**src/crrm_pkg.sv**
```systemverilog
// Shared constants, codes and control types of the chained range remap core.
package crrm_pkg;

  // Default configuration
  localparam int NumStagesDef       = 7;
  localparam int EntriesPerStageDef = 64;
  localparam int ValueBitsDef       = 32;

  // Port field widths
  localparam int FieldW    = 32;
  localparam int ModeW     = 2;
  localparam int StageW    = 3;
  localparam int STdataW   = 4 * FieldW;
  localparam int STuserW   = ModeW + StageW;
  localparam int MTdataW   = 2 * FieldW;
  localparam int MTuserW   = 1;

  // Item kinds
  localparam logic [ModeW-1:0] MODE_CLEAR = 2'd0;
  localparam logic [ModeW-1:0] MODE_LOAD  = 2'd1;
  localparam logic [ModeW-1:0] MODE_XLATE = 2'd2;

  // Sequencer to evaluator
  typedef struct packed {
    logic start;      // restart the stage walk from init value
    logic entry_vld;  // memory read data is valid this cycle
  } ev_ctrl_t;

  // Evaluator to sequencer
  typedef struct packed {
    logic busy;       // entries still in flight
    logic sat;        // some range entry of this stage saturated
  } ev_stat_t;

endpackage

```
**src/crrm_eval.sv**
```systemverilog
// Two-step entry evaluator: compare one table entry, then fold it into the stage result.
module crrm_eval #(
  parameter int VALUE_BITS = crrm_pkg::ValueBitsDef
) (
  input  logic                      clk_i,
  input  logic                      rst_ni,
  input  crrm_pkg::ev_ctrl_t        ctrl_i,
  input  logic [VALUE_BITS-1:0]     v_i,
  input  logic [VALUE_BITS-1:0]     init_i,
  input  logic [3*VALUE_BITS-1:0]   entry_i,   // {span, src, dest}
  output logic [VALUE_BITS-1:0]     res_o,
  output crrm_pkg::ev_stat_t        stat_o
);
  import crrm_pkg::*;

  localparam int VB = VALUE_BITS;

  logic [VB-1:0] dst, src, span;
  logic [VB:0]   lim;
  logic          eq, rng;
  logic [VB-1:0] diff;
  logic [VB:0]   sum;

  logic          p2_vld_q, p2_eq_q, p2_rng_q;
  logic [VB-1:0] p2_dst_q, p2_diff_q;
  logic          hit_q, sat_q;
  logic [VB-1:0] res_q;

  assign dst  = entry_i[VB-1:0];
  assign src  = entry_i[2*VB-1:VB];
  assign span = entry_i[3*VB-1:2*VB];

  // Range end is formed one bit wider so it never wraps
  assign lim  = {1'b0, src} + {1'b0, span};
  assign eq   = (v_i == src);
  assign rng  = (src < v_i) && (lim > {1'b0, v_i});
  assign diff = v_i - src;
  assign sum  = {1'b0, p2_dst_q} + {1'b0, p2_diff_q};

  always_ff @(posedge clk_i or negedge rst_ni) begin
    if (!rst_ni) begin
      p2_vld_q <= 1'b0;
      hit_q    <= 1'b0;
      sat_q    <= 1'b0;
    end else begin
      p2_vld_q <= ctrl_i.entry_vld;
      if (ctrl_i.start) begin
        hit_q <= 1'b0;
        sat_q <= 1'b0;
      end else if (p2_vld_q && !hit_q) begin
        if (p2_eq_q) begin
          hit_q <= 1'b1;
        end else if (p2_rng_q && sum[VB]) begin
          sat_q <= 1'b1;
        end
      end
    end
  end

  always_ff @(posedge clk_i) begin
    p2_eq_q   <= eq;
    p2_rng_q  <= rng;
    p2_dst_q  <= dst;
    p2_diff_q <= diff;
    if (ctrl_i.start) begin
      res_q <= init_i;
    end else if (p2_vld_q && !hit_q) begin
      // First exact start match ends the stage; later range hits override earlier ones
      if (p2_eq_q) begin
        res_q <= p2_dst_q;
      end else if (p2_rng_q) begin
        res_q <= sum[VB] ? {VB{1'b1}} : sum[VB-1:0];
      end
    end
  end

  assign res_o       = res_q;
  assign stat_o.busy = ctrl_i.entry_vld | p2_vld_q;
  assign stat_o.sat  = sat_q;

endmodule

```
**config.mk**
```make
export PLATFORM = sky130hd
export DESIGN_NAME = crrm_eval
export DESIGN_NICKNAME = d
export VERILOG_FILES = /design/src/crrm_pkg.sv /design/src/crrm_eval.sv
export SDC_FILE = /design/constraint.sdc
export NUM_CORES = 1
export LEC_CHECK = 0
export BUFFER_PORTS_ARGS = -buffer_cell sky130_fd_sc_hd__buf_2
export CAP_MARGIN = 20
export CORE_MARGIN = 2
export CORE_UTILIZATION = 56
export CTS_CLUSTER_DIAMETER = 30
export DETAILED_ROUTE_END_ITERATION = 16
export PLACE_DENSITY = 0.83
export SLEW_MARGIN = 20
export SYNTH_ARGS = -nofsm -noshare
export SYNTH_HDL_FRONTEND = slang
export SYNTH_SLANG_ARGS = --single-unit
```
**constraint.sdc**
```tcl
create_clock -name clk_i -period 3.5 [get_ports clk_i]
set_input_delay 0.35 -clock clk_i [delete_from_list [all_inputs] [get_ports clk_i]]
set_output_delay 0.35 -clock clk_i [all_outputs]
set_load 0.005 [all_outputs]
```
==> impl_results.md <==
* Vias in the first global route at 7629
* Synth area leader: ha_1
* RSZ-0062 raised after global routing: true
* Hold EP: p2_dst_q[31]
* Cell variety after synth at 65
* Fillers at 1194
* Count of final hold-check violations at 0
* WL/cell at 14.76 microns
* Remaining DRCs at 0
* R2r setup slk at 0.23 ns
* Crit Path Max Fanout at 4
* WL final at 21.23 mm
* DP Wirelength at 17.96 mm
* # IOs at 198
* Worst r2r dst: res_o[13]
* Yosys top cell area share at 0.1901
* Outcome: finished, violations left
* Flops & latches, synth at 101
* P_leak at 5.168 nW
* Post-DRT Antenna Nets at 0
* Area Overhead vs Synth at 23.81%
* Syn_area_per_cell at 8.494 sq um
* Post-synth ARST share at 0.02970
* Die Y-Extent at 126.7 microns
* Syn Std Cell Area at 8426 sq um
* Pin count of the biggest net entering global routing at 60
* Die W at 126.7 microns
* Reg2reg start: p2_diff_q[0]
* Share of layout cells above drive strength 1 at 0.2446
* Hold_sp: entry_i[31]
* Detailed Routing Iterations Pass 1 at 5
* # diodes at 0
* Worst skew pair latency at 0.34 ns
* FMAX at 282.1 MHz
* PortBufs at 197
* Number of synthesized flops with an enable pin at 32
* Main flop type after synthesis: dfxtp_1
* Worst hold path class: primary input to flip-flop
* FF/Latch Area at 2357 sq um
* Most frequent CP cell: ha_1
* CTS buffer count at 9
* Crit. Startpoint: entry_i[37]
* Failing checks: negative setup slack
* TritonCTS clock tree: done
* Area of the multi-input gates at 5710 sq um
* Std cell rows at 44
* Worst-Margin Slew at 0.5192 ns
* CP Launch Type: primary input
* Die ar. at 16040 sq um
* Crit Path Category: primary input to flip-flop
* MaxCap Viol Count at 0
* Synth area leaders: ha_1, dfxtp_1, edfxtp_1, xnor2_1, a21oi_1
* Final setup violation count at 1
* CP bufs+invs at 1
* Final Critical Period at 3.545 ns
* YS warnings at 0
* Cells after synthesis at 992
* H-Tree Depth at 3
* Initial antenna violation count at 0
* Max clock buf depth at 2
* First-pass GRT wire length at 34.71 mm
* GRT Util Overall at 0.2625
* Clock Sinks at 101
* Initial DRC count at 470
* CP top delay family: simple AND/OR/NAND/NOR gates
* Layout Nets at 1545
* Pre-CTS setup slack at -0.5307 ns
* Vias at 8024
* Total power at 4.721 mW
* Root Driver: clkbuf_16
* Clk slew on worst S/H paths at 0.06 ns
* Post-synthesis sequential area ratio at 0.2798
* Worst reg2reg path depth at 13
* Worst path cell trace: buf_2 > ha_1 > or3_4 > or2_4 > a221o_1 > a31oi_2 > and2_4 > o21ai_1 > a21oi_1 > xnor2_1 > ha_1 > nand4_1 > nor4_1 > nand2_1 > nor4_2 > mux2i_1 > o22ai_1 > a211oi_1
* Synth Net Count at 1287
* CP endpoint kind: flip-flop
* Hold Crit Depth at 1
* Worst VDD drop at 0.2367 mV
* P per Cell Area at 452.6 nW/um^2
* Worst path required time at 3.72 ns
* Core area at 14640 sq um
* CP arrival at 3.77 ns
* Vias per cell at 5.576
* Tcrit/Tclk final at 1.013
* Total gr overflow at 0
* Initial core utilization at 0.5754
* Critical path's slowest cell: or3_4
* Relative slew slack at 0.6534
* Clock Skew at 0.006747 ns
* Crit path largest cell delay at 0.39 ns
* Final slew viol count at 0
* GP Congestion at 0.9568
* Final worst slack at -0.04524 ns
-- worst max path at each step --
stage                           to  slack [ns]  depth (start not counted)
after floorplan           p2_rng_q        0.02                         19
after global placement    p2_rng_q       -0.35                         19
after detailed placement  p2_rng_q       -0.53                         19
after CTS                 p2_rng_q      0.0008                         18
after global routing      p2_rng_q       -0.26                         21
final                     p2_rng_q       -0.05                         18
-- cell usage after synthesis, drive strengths merged (4+ instances only) --
master     n
ha       128
inv       93
a21oi     89
nand2     82
o21ai     73
dfxtp     66
xnor2     61
nor2      57
a21o      44
edfxtp    32
o22ai     30
xor2      20
nand4     17
nor3      15
o21a      14
nor2b     13
nand3     12
o211ai    11
clkbuf    10
o21bai    10
a211oi     9
nand2b     8
a31oi      7
and3       7
buf        6
nor4       6
a311oi     5
and2       5
o2111ai    5
or2        5
a221oi     4
and4       4
-- metrics by stage --
stage	std cells	util	TNS (ns)	instance area (sq um)	hold WS, ns
final	1439	0.7123	-0.04524	10430	0.1072
after global routing	1439	0.7123	-0.2589	10430	0.09701
after detailed placement	1418	0.6867	-0.5307	10060	0.1506
after CTS	1437	0.7104	0	10400	0.09911
after floorplan	992	-	0	8456	0.05441
after global placement	1418	0.6867	-0.3489	10060	0.1456
-- metal layers --
layer | GRT usage | routed length (microns) | vias up
met1 | 0.3450 | 10010 | 3600
met3 | 0.02952 | 1025 | 40
met5 | 0 | 0 | -
met2 | 0.4512 | 9557 | 249
met4 | 0.08985 | 640 | 0
li1 | - | - | 4135
-- report_power, final --
part | internal (mW) | switching, mW | total, mW
logic | 1.05 | 1.22 | 2.28
registers | 1.43 | 0.0706 | 1.50
clock network | 0.546 | 0.392 | 0.938
total | 3.03 | 1.69 | 4.72
-- area by class of cell --
type,count,area share
clock inverter,2,0.001199
multi-input combinational,782,0.5474
tap,184,0.02207
inverter,93,0.03347
clock buffer,14,0.02639
sequential,101,0.2260
timing repair buffer,263,0.1435
-- logic make-up after synthesis --
kind of cell	after synthesis	synth area share
AO/OA/AOI/OAI	327	0.2486
XOR/XNOR	81	0.08420
adder cells (fa/ha/maj)	131	0.1972
buffers and inverters	109	0.05168
flip-flops	101	0.2798
multiplexers	2	0.002376
AND/OR/NAND/NOR	241	0.1362
-- sequential cells by signal, summed over array words and instances, names as in the netlist --
name,flops
hit_q,1
p2_diff_q,32
p2_dst_q,32
p2_eq_q,1
p2_rng_q,1
p2_vld_q,1
res_o,32
sat_q,1
-- placed cells by master, fill, tap and decap left out, types with 17 or more instances in the layout --
| cell type | count |
|---|---|
| a21o_1 | 44 |
| a21oi_1 | 85 |
| buf_2 | 197 |
| buf_4 | 64 |
| dfxtp_1 | 66 |
| edfxtp_1 | 32 |
| ha_1 | 126 |
| inv_1 | 92 |
| nand2_1 | 82 |
| nand4_1 | 17 |
| nor2_1 | 57 |
| o21ai_0 | 49 |
| o21ai_1 | 22 |
| o22ai_1 | 30 |
| xnor2_1 | 61 |
| xor2_1 | 20 |
-- timing repair --
item / in CTS / in global routing
endpoints found under the hold margin: 3 / 0
hold buffers: 1 / 0
gates cloned: 0 / 0
setup endpoints to repair: 1 / 3
resized for setup: 6 / 3
pin swaps: 5 / 1
setup buffers: 2 / 2
(Power assumes the default switching activity.)
